### src/design/dsfe_pkg.sv
// Shared types and constants for the DShot frame encoder.
// Depends on nothing; imported by every module of the block.
`timescale 1ns / 1ps
`default_nettype none

package dsfe_pkg;

   // Frame geometry
   localparam int FRAME_SLOTS = 18;
   localparam int FRAME_BITS  = 16;
   localparam int MOTOR_COUNT = 4;
   localparam int SLOT_W      = $clog2(FRAME_SLOTS);

   // Throttle mapping
   localparam logic [15:0] THR_MIN_CMD   = 16'd1000;
   localparam logic [15:0] THR_MAX_CMD   = 16'd2000;
   localparam logic [9:0]  THR_HALF_SPAN = 10'd500;
   localparam logic [10:0] DS_MIN        = 11'd48;
   localparam logic [10:0] DS_STOP       = 11'd0;

   // Register reset
   localparam logic [11:0] BIT_PERIOD_RESET = 12'd800;

   // Frame queue between front and back
   localparam int FIFO_DEPTH = 2;
   localparam int FIFO_PTR_W = (FIFO_DEPTH > 1) ? $clog2(FIFO_DEPTH) : 1;
   localparam int FIFO_CNT_W = $clog2(FIFO_DEPTH + 1);

   // Command kinds
   localparam logic KIND_THROTTLE = 1'b0;
   localparam logic KIND_RAW      = 1'b1;

   typedef struct packed {
      logic        kind;
      logic [1:0]  motor_sel;
      logic [15:0] command_value;
      logic        telem_req;
   } req_type;

   typedef struct packed {
      logic [1:0]  channel;
      logic [11:0] slot_high_ticks;
      logic        last_slot;
   } rsp_type;

   // One encoded frame waiting for the slot sequencer
   typedef struct packed {
      logic [1:0]            channel;
      logic [FRAME_BITS-1:0] bits;
   } frame_type;

   // Queue status seen by the back end
   typedef struct packed {
      logic full;
      logic valid;
   } fifo_status_type;

endpackage

`default_nettype wire

### src/design/dshot_frame_encoder.sv
// Top level of the DShot frame encoder: front end, frame queue, slot sequencer.
// Depends on dsfe_pkg, dsfe_front, dsfe_fifo and dsfe_back.
`timescale 1ns / 1ps
`default_nettype none

// Each accepted command item yields 18 result items, one DShot bit slot each:
// the 16 frame bits MSB first with high time 3/4 or 3/8 of bit_period_ticks,
// then two zero pad slots, the last flagged by last_slot. The slot sequencer
// emits one slot per clock while its output register is free or being popped;
// the first slot of an item goes through the frame queue and the output
// register to the result ports. A two-frame queue between the front end
// and the sequencer lets new items be taken while a frame is still playing out.
// Items whose motor_sel names no motor are accepted and produce nothing.
// bit_period_ticks is written via csr_write/csr_wdata and resets to 800; write
// it only while no frame is in flight.

module dshot_frame_encoder (
   input  wire               clock,
   input  wire               reset,
   input  wire               req_push,
   output logic              req_full,
   input  dsfe_pkg::req_type req_data,
   output logic              rsp_empty,
   input  wire               rsp_pop,
   output dsfe_pkg::rsp_type rsp_data,
   input  wire               csr_write,
   input  wire  [11:0]       csr_wdata
);
   import dsfe_pkg::*;

   logic            frame_push;
   frame_type       frame_data;
   fifo_status_type queue_status;
   frame_type       queue_head;
   logic            queue_pop;

   assign req_full = queue_status.full;

   dsfe_front u_front (
      .req_push   (req_push),
      .req_data   (req_data),
      .queue_full (queue_status.full),
      .frame_push (frame_push),
      .frame_data (frame_data)
   );

   dsfe_fifo u_fifo (
      .clock     (clock),
      .reset     (reset),
      .push      (frame_push),
      .push_data (frame_data),
      .pop       (queue_pop),
      .status    (queue_status),
      .head      (queue_head)
   );

   dsfe_back u_back (
      .clock        (clock),
      .reset        (reset),
      .csr_write    (csr_write),
      .csr_wdata    (csr_wdata),
      .queue_status (queue_status),
      .queue_head   (queue_head),
      .queue_pop    (queue_pop),
      .rsp_empty    (rsp_empty),
      .rsp_pop      (rsp_pop),
      .rsp_data     (rsp_data)
   );

endmodule

`default_nettype wire

### src/design/dsfe_front.sv
// Front end: accepts commands, maps throttle, builds the 16-bit DShot frame.
// Depends on dsfe_pkg.
`timescale 1ns / 1ps
`default_nettype none

module dsfe_front (
   input  wire               req_push,
   input  dsfe_pkg::req_type req_data,
   input  wire               queue_full,
   output logic              frame_push,
   output dsfe_pkg::frame_type frame_data
);
   import dsfe_pkg::*;

   logic        accept;
   logic        motor_ok;
   logic [15:0] cmd_clamped;
   logic [9:0]  span;
   logic [10:0] thr_value;
   logic [10:0] value11;
   logic [11:0] packet;
   logic [3:0]  checksum;

   assign accept   = req_push && !queue_full;
   assign motor_ok = int'(req_data.motor_sel) < MOTOR_COUNT;

   // Throttle map: 48 + round(span * 1999 / 1000) equals 48 + 2*span, one less past mid span
   always_comb begin
      cmd_clamped = (req_data.command_value > THR_MAX_CMD) ? THR_MAX_CMD
                                                           : req_data.command_value;
      span        = 10'(cmd_clamped - THR_MIN_CMD);
      if (req_data.command_value <= THR_MIN_CMD) begin
         thr_value = DS_STOP;
      end else begin
         thr_value = DS_MIN + {span, 1'b0} - {10'd0, (span > THR_HALF_SPAN)};
      end
   end

   // Value select, packet and XOR nibble checksum
   always_comb begin
      case (req_data.kind)
         KIND_RAW: value11 = req_data.command_value[10:0];
         default:  value11 = thr_value;
      endcase
      packet   = {value11, req_data.telem_req};
      checksum = packet[3:0] ^ packet[7:4] ^ packet[11:8];
   end

   // Items for a motor that does not exist are taken and dropped
   assign frame_push         = accept && motor_ok;
   assign frame_data.channel = req_data.motor_sel;
   assign frame_data.bits    = {packet, checksum};

endmodule

`default_nettype wire

### src/design/dsfe_fifo.sv
// Short frame queue that decouples the front end from the slot sequencer.
// Depends on dsfe_pkg.
`timescale 1ns / 1ps
`default_nettype none

module dsfe_fifo (
   input  wire                       clock,
   input  wire                       reset,
   input  wire                       push,
   input  dsfe_pkg::frame_type       push_data,
   input  wire                       pop,
   output dsfe_pkg::fifo_status_type status,
   output dsfe_pkg::frame_type       head
);
   import dsfe_pkg::*;

   frame_type               mem_ff [FIFO_DEPTH];
   logic [FIFO_PTR_W-1:0]   wr_ptr_ff, wr_ptr_in;
   logic [FIFO_PTR_W-1:0]   rd_ptr_ff, rd_ptr_in;
   logic [FIFO_CNT_W-1:0]   count_ff, count_in;
   logic                    do_push, do_pop;

   assign status.full  = (count_ff == FIFO_CNT_W'(FIFO_DEPTH));
   assign status.valid = (count_ff != '0);
   assign do_push      = push && !status.full;
   assign do_pop       = pop && status.valid;
   assign head         = mem_ff[rd_ptr_ff];

   // Pointer and fill count update
   always_comb begin
      wr_ptr_in = wr_ptr_ff;
      rd_ptr_in = rd_ptr_ff;
      count_in  = count_ff;
      if (do_push) begin
         wr_ptr_in = (wr_ptr_ff == FIFO_PTR_W'(FIFO_DEPTH - 1)) ? '0 : wr_ptr_ff + 1'b1;
      end
      if (do_pop) begin
         rd_ptr_in = (rd_ptr_ff == FIFO_PTR_W'(FIFO_DEPTH - 1)) ? '0 : rd_ptr_ff + 1'b1;
      end
      case ({do_push, do_pop})
         2'b10:   count_in = count_ff + 1'b1;
         2'b01:   count_in = count_ff - 1'b1;
         default: count_in = count_ff;
      endcase
   end

   always_ff @(posedge clock) begin
      if (reset) begin
         wr_ptr_ff <= '0;
         rd_ptr_ff <= '0;
         count_ff  <= '0;
      end else begin
         wr_ptr_ff <= wr_ptr_in;
         rd_ptr_ff <= rd_ptr_in;
         count_ff  <= count_in;
      end
   end

   // Entry storage
   always_ff @(posedge clock) begin
      if (do_push) begin
         mem_ff[wr_ptr_ff] <= push_data;
      end
   end

endmodule

`default_nettype wire

### src/design/dsfe_back.sv
// Back end: slot sequencer that plays one frame out as timed slots, and the
// bit period register. Depends on dsfe_pkg.
`timescale 1ns / 1ps
`default_nettype none

module dsfe_back (
   input  wire                       clock,
   input  wire                       reset,
   input  wire                       csr_write,
   input  wire  [11:0]               csr_wdata,
   input  dsfe_pkg::fifo_status_type queue_status,
   input  dsfe_pkg::frame_type       queue_head,
   output logic                      queue_pop,
   output logic                      rsp_empty,
   input  wire                       rsp_pop,
   output dsfe_pkg::rsp_type         rsp_data
);
   import dsfe_pkg::*;

   logic [11:0]           period_ff;
   logic                  busy_ff, busy_in;
   logic [SLOT_W-1:0]     slot_ff, slot_in;
   logic [FRAME_BITS-1:0] frame_ff, frame_in;
   logic [1:0]            chan_ff;
   logic                  out_valid_ff, out_valid_in;
   rsp_type               out_ff, out_in;

   logic [FRAME_BITS-1:0] cur_frame;
   logic [1:0]            cur_chan;
   logic [SLOT_W-1:0]     cur_slot;
   logic                  have_work, advance, emit, is_last;
   logic [13:0]           period_x3;
   logic [11:0]           one_ticks, zero_ticks, hi_ticks;

   // High times: 3/4 and 3/8 of the period, truncated
   assign period_x3  = {2'b00, period_ff} + {1'b0, period_ff, 1'b0};
   assign one_ticks  = period_x3[13:2];
   assign zero_ticks = {1'b0, period_x3[13:3]};

   // Current slot comes from the frame in flight or straight from the queue head
   assign cur_frame = busy_ff ? frame_ff : queue_head.bits;
   assign cur_chan  = busy_ff ? chan_ff  : queue_head.channel;
   assign cur_slot  = busy_ff ? slot_ff  : '0;
   assign have_work = busy_ff || queue_status.valid;
   assign advance   = !out_valid_ff || rsp_pop;
   assign emit      = have_work && advance;
   assign is_last   = (cur_slot == SLOT_W'(FRAME_SLOTS - 1));
   assign queue_pop = emit && !busy_ff;

   always_comb begin
      if (int'(cur_slot) < FRAME_BITS) begin
         hi_ticks = cur_frame[FRAME_BITS-1] ? one_ticks : zero_ticks;
      end else begin
         hi_ticks = '0;
      end
   end

   // Sequencer next state
   always_comb begin
      busy_in      = busy_ff;
      slot_in      = slot_ff;
      frame_in     = frame_ff;
      out_valid_in = out_valid_ff && !rsp_pop;
      out_in       = out_ff;
      if (emit) begin
         out_valid_in           = 1'b1;
         out_in.channel         = cur_chan;
         out_in.slot_high_ticks = hi_ticks;
         out_in.last_slot       = is_last;
         busy_in                = !is_last;
         slot_in                = is_last ? '0 : cur_slot + 1'b1;
         frame_in               = {cur_frame[FRAME_BITS-2:0], 1'b0};
      end
   end

   // Control state and bit period register
   always_ff @(posedge clock) begin
      if (reset) begin
         period_ff    <= BIT_PERIOD_RESET;
         busy_ff      <= 1'b0;
         slot_ff      <= '0;
         out_valid_ff <= 1'b0;
      end else begin
         if (csr_write) begin
            period_ff <= csr_wdata;
         end
         busy_ff      <= busy_in;
         slot_ff      <= slot_in;
         out_valid_ff <= out_valid_in;
      end
   end

   // Payload
   always_ff @(posedge clock) begin
      frame_ff <= frame_in;
      out_ff   <= out_in;
      if (queue_pop) begin
         chan_ff <= queue_head.channel;
      end
   end

   assign rsp_empty = !out_valid_ff;
   assign rsp_data  = out_ff;

`ifndef SYNTHESIS
   a_slot_range: assert property (@(posedge clock) disable iff (reset)
      busy_ff |-> (slot_ff != '0) && (int'(slot_ff) < FRAME_SLOTS))
      else $error("slot counter out of range while busy");

   a_pop_nonempty: assert property (@(posedge clock) disable iff (reset)
      queue_pop |-> queue_status.valid)
      else $error("frame queue popped while empty");

   a_last_is_pad: assert property (@(posedge clock) disable iff (reset)
      (out_valid_ff && out_ff.last_slot && (FRAME_SLOTS > FRAME_BITS))
      |-> (out_ff.slot_high_ticks == '0))
      else $error("final slot of a frame carries a high time");

   a_frame_ends: assert property (@(posedge clock) disable iff (reset)
      (emit && is_last) |=> !busy_ff)
      else $error("sequencer still busy after the final slot");
`endif

endmodule

`default_nettype wire
### config.mk
export PLATFORM = sky130hd
export DESIGN_NAME = dshot_frame_encoder
export DESIGN_NICKNAME = d
export VERILOG_FILES = /design/src/design/dsfe_pkg.sv /design/src/design/dshot_frame_encoder.sv /design/src/design/dsfe_front.sv /design/src/design/dsfe_fifo.sv /design/src/design/dsfe_back.sv
export SDC_FILE = /design/constraint.sdc
export NUM_CORES = 1
export LEC_CHECK = 0
export BUFFER_PORTS_ARGS = -buffer_cell sky130_fd_sc_hd__buf_2
export CORE_ASPECT_RATIO = 1.1
export CORE_MARGIN = 10
export CORE_UTILIZATION = 64
export CTS_CLUSTER_DIAMETER = 50
export DETAILED_ROUTE_END_ITERATION = 8
export MAX_ROUTING_LAYER = met4
export PLACE_DENSITY = 0.86
export REMOVE_ABC_BUFFERS = 1
export SLEW_MARGIN = 20
export SYNTH_ARGS = -nofsm -noshare
export SYNTH_HDL_FRONTEND = slang
export SYNTH_SLANG_ARGS = --single-unit
### constraint.sdc
create_clock -name clock -period 6.4 [get_ports clock]
set_input_delay 0.32 -clock clock [delete_from_list [all_inputs] [get_ports clock]]
set_output_delay 0.32 -clock clock [all_outputs]
set_load 0.02 [all_outputs]
==> run_results.csv <==
group,metric,value,unit
global_routing,grt_max_degree,45,
cts,clock_sinks,92,
pwr,vdd_drop_max,0.235,mV
setup_path,cp_max_fo,13,
timing,slew-limit-headroom,26.6,%
min_path,min_from,"csr_wdata[5]",
layout,diodes,0,
setup_path,start_kind,"primary input",
timing,setup-violations-final,0,
timing,worst_pin_slew,1090,ps
timing,finalWorstSetupSlack,2370,ps
run,cap_violations,0,
timing,final_hold_viol_count,0,
pwr,power.density,357,mW/mm²
logic_synthesis,synthFlopType,"edfxtp_1",
cts,cts_resized,0,
logic_synthesis,syn_area,0.00504,mm²
timing,period_needed,4030,ps
die,design.core.area,0.00756,mm²
global_routing,grt_first_pass_wirelength,16600,µm
cts,cts_tree,"yes",
logic_synthesis,synth_cells,472,
min_path,hold_class,"primary input to register",
die,fp.dieW,105,µm
cts,htreeDepth,3,
setup_path,path_class,"primary input to register",
detailed_routing,avgRoutedWirePerCell,15.7,µm
layout,final_layout_size_suffix_gt1_share,16.3,%
placed_design,hpwl,7200,µm
cts,clk_pin_slew_worst_paths,90,ps
layout,area_delta_synth_final,11.3,%
setup_path,r2r-end,"u_back.rsp_data[7]",
detailed_routing,antenna_left,0,
layout,final_nets,584,
die,rows,33,
global_routing,grt_pass1_vias,3538,
cts,clk_path_buf_depth,2,
detailed_routing,wirelength,9840,µm
setup_path,r2r_slack,3640,ps
die,start_util,66.8,%
detailed_routing,vias,3597,
detailed_routing,drcViolationCount,0,
timing,fin_crit_sh,63.0,%
logic_synthesis,synth_area_per_cell,10.7,µm²
global_routing,grt_remaining_overflow,0,
layout,fin_util,74.3,%
logic_synthesis,async_flop_share,0,%
placed_design,pre_cts_ws,1980,ps
pwr,total_power,2.01,mW
setup_path,endpoint_kind,"register",
pwr,p_leak,2.24,nW
timing,finalMaxSlewViolations,0,
cts,numCtsBuffers,9,
timing,whs,163,ps
timing,rsz0062_at_grt,"no",
detailed_routing,first_pass_iters,4,
min_path,whs_endpoint,"u_back.period_ff[5]",
detailed_routing,drtIter0Drc,168,
outcome,status,"finished clean",
die,pin_count,54,
cts,insertion_delay,360,ps
logic_synthesis,synth-edff-count,68,
setup_path,worst_ep_arrival_time,4120,ps
global_routing,grt_antenna_before_repair,0,
timing,finalSetupTns,0,ps
timing,clock.fmax,248,MHz
cts,postCtsSetupRepairBufs,0,
placed_design,gp_congestion,0.855,
die,die_h,113,µm
cts,holdBufCountCts,0,
die,die_area,0.0118,mm²
logic_synthesis,yosysTopAreaCellShare,40.5,%
logic_synthesis,synth_seq_cells,92,
logic_synthesis,post-synth-top-area-cell,"edfxtp_1",
detailed_routing,drt-vias-per-instance,5.73,
logic_synthesis,synth_area_leaders,"edfxtp_1 (40%), dfxtp_1 (9.5%), ha_1 (6.7%)",
setup_path,crit_path_start,"req_data[4]",
min_path,min_path_cells,2,
setup_path,cp_data_required_time,6490,ps
setup_path,reg2reg_depth,4,
logic_synthesis,yosysWarnings,0,
placed_design,io_buffers,53,
logic_synthesis,synth.distinct_cells,51,
cts,cts_root_buf,"clkbuf_8",
global_routing,track_usage,17.4,%
timing,finClkSkew,11.2,ps
logic_synthesis,yosysSeqAreaShare,50.0,%
power breakdown:
group | internal [mW] | total [mW] | switching (mW) | leakage, nW
combinational | 0.225 | 0.621 | 0.396 | 1.28
sequential | 0.882 | 0.950 | 0.0684 | 0.842
clock | 0.227 | 0.436 | 0.209 | 0.114
cells in the final DEF (no fill, tap or decap), drive strengths merged, types with 5 or more instances in the layout:
master,count
a21oi,24
a22o,5
and2,6
buf,56
clkbuf,9
dfxtp,24
edfxtp,68
ha,27
inv,24
mux2i,26
nand2,47
nand3,9
nor2,35
nor2b,11
nor3,18
o21a,14
o21ai,28
o31ai,7
xnor2,10
xor2,14
per-stage QoR:
step / std cells / cell area (µm²)
finish: 628 / 5610
global route: 628 / 5610
CTS: 628 / 5610
detailed placement: 612 / 5380
global placement: 612 / 5380
floorplan: 451 / 4960
logic make-up after synthesis:
| logic type | count (synthesis) | synth area share, % |
|---|---|---|
| AO/OA/AOI/OAI | 108 | 14.3 |
| XOR/XNOR | 27 | 5.58 |
| adder cells (fa/ha/maj) | 29 | 7.49 |
| buffers and inverters | 42 | 3.17 |
| flip-flops | 92 | 50.0 |
| multiplexers | 30 | 6.05 |
| AND/OR/NAND/NOR | 144 | 13.4 |
state kept, by name, summed over array words and instances, names as in the netlist, named ones only:
| register | flops |
|---|---|
| u_fifo.rd_ptr_ff | 1 |
| u_back.out_valid_ff | 1 |
| u_fifo.wr_ptr_ff | 1 |
| u_back.chan_ff | 2 |
| u_back.frame_ff | 15 |
| u_back.busy_ff | 1 |
| u_fifo.mem_ff | 36 |
| u_back.rsp_data | 15 |
| u_back.period_ff | 12 |
| u_back.slot_ff | 5 |
| u_fifo.count_ff | 2 |
worst max-delay path, cell delays in order:
cell	delay [ps]
buf_2	170
o41ai_1	380
a211o_1	220
and2_1	350
and2_1	190
ha_1	140
nand2_1	80
a21oi_1	190
nand2b_1	80
a32oi_1	140
nor2b_1	80
ha_1	210
nor2b_1	150
o31ai_1	270
o311ai_1	190
a31oi_1	230
xor2_1	90
o31ai_1	340
xor3_1	290
final cells by class:
class / instances / area [µm²]
clock buffers: 9 / 124
fillers: 528 / 1940
clock inverters: 7 / 108
inverters: 21 / 78.8
repair buffers: 56 / 288
flip-flops and latches: 92 / 2520
multi-input cells: 338 / 2360
well taps: 105 / 131
worst max path at each step:
stage                                to  slack, ps  cells after the start
global route        u_fifo.mem_ff[1][3]       2070                     19
global placement    u_fifo.mem_ff[0][3]       2120                     19
finish              u_fifo.mem_ff[1][3]       2370                     19
detailed placement  u_fifo.mem_ff[0][3]       1980                     19
floorplan           u_fifo.mem_ff[0][2]       2670                     20
CTS                 u_fifo.mem_ff[1][3]       2380                     19
layer usage:
| layer | GRT usage (%) | wire [µm] | vias to the layer above |
|---|---|---|---|
| met5 | - | 0 | - |
| met4 | 7.05 | 240 | 0 |
| met3 | 3.80 | 429 | 17 |
| met2 | 28.0 | 4710 | 91 |
| met1 | 21.0 | 4460 | 1689 |
| li1 | - | - | 1800 |
cells in the mapped netlist, drive strengths merged, types with 4 or more instances:
library cell / number
inv: 21
nor2b: 11
a211o: 4
o31ai: 7
dfxtp: 24
buf: 4
or3: 4
o21a: 14
o21ai: 28
xnor2: 10
clkbuf: 17
or2: 4
xor2: 14
edfxtp: 68
ha: 27
a31oi: 4
a21oi: 24
a22o: 5
mux2: 4
mux2i: 26
a211oi: 4
and2: 6
nand3: 9
nor3: 18
nand2b: 4
nor2: 35
nand2: 47
Note: power is estimated with default switching activity, not from simulation.
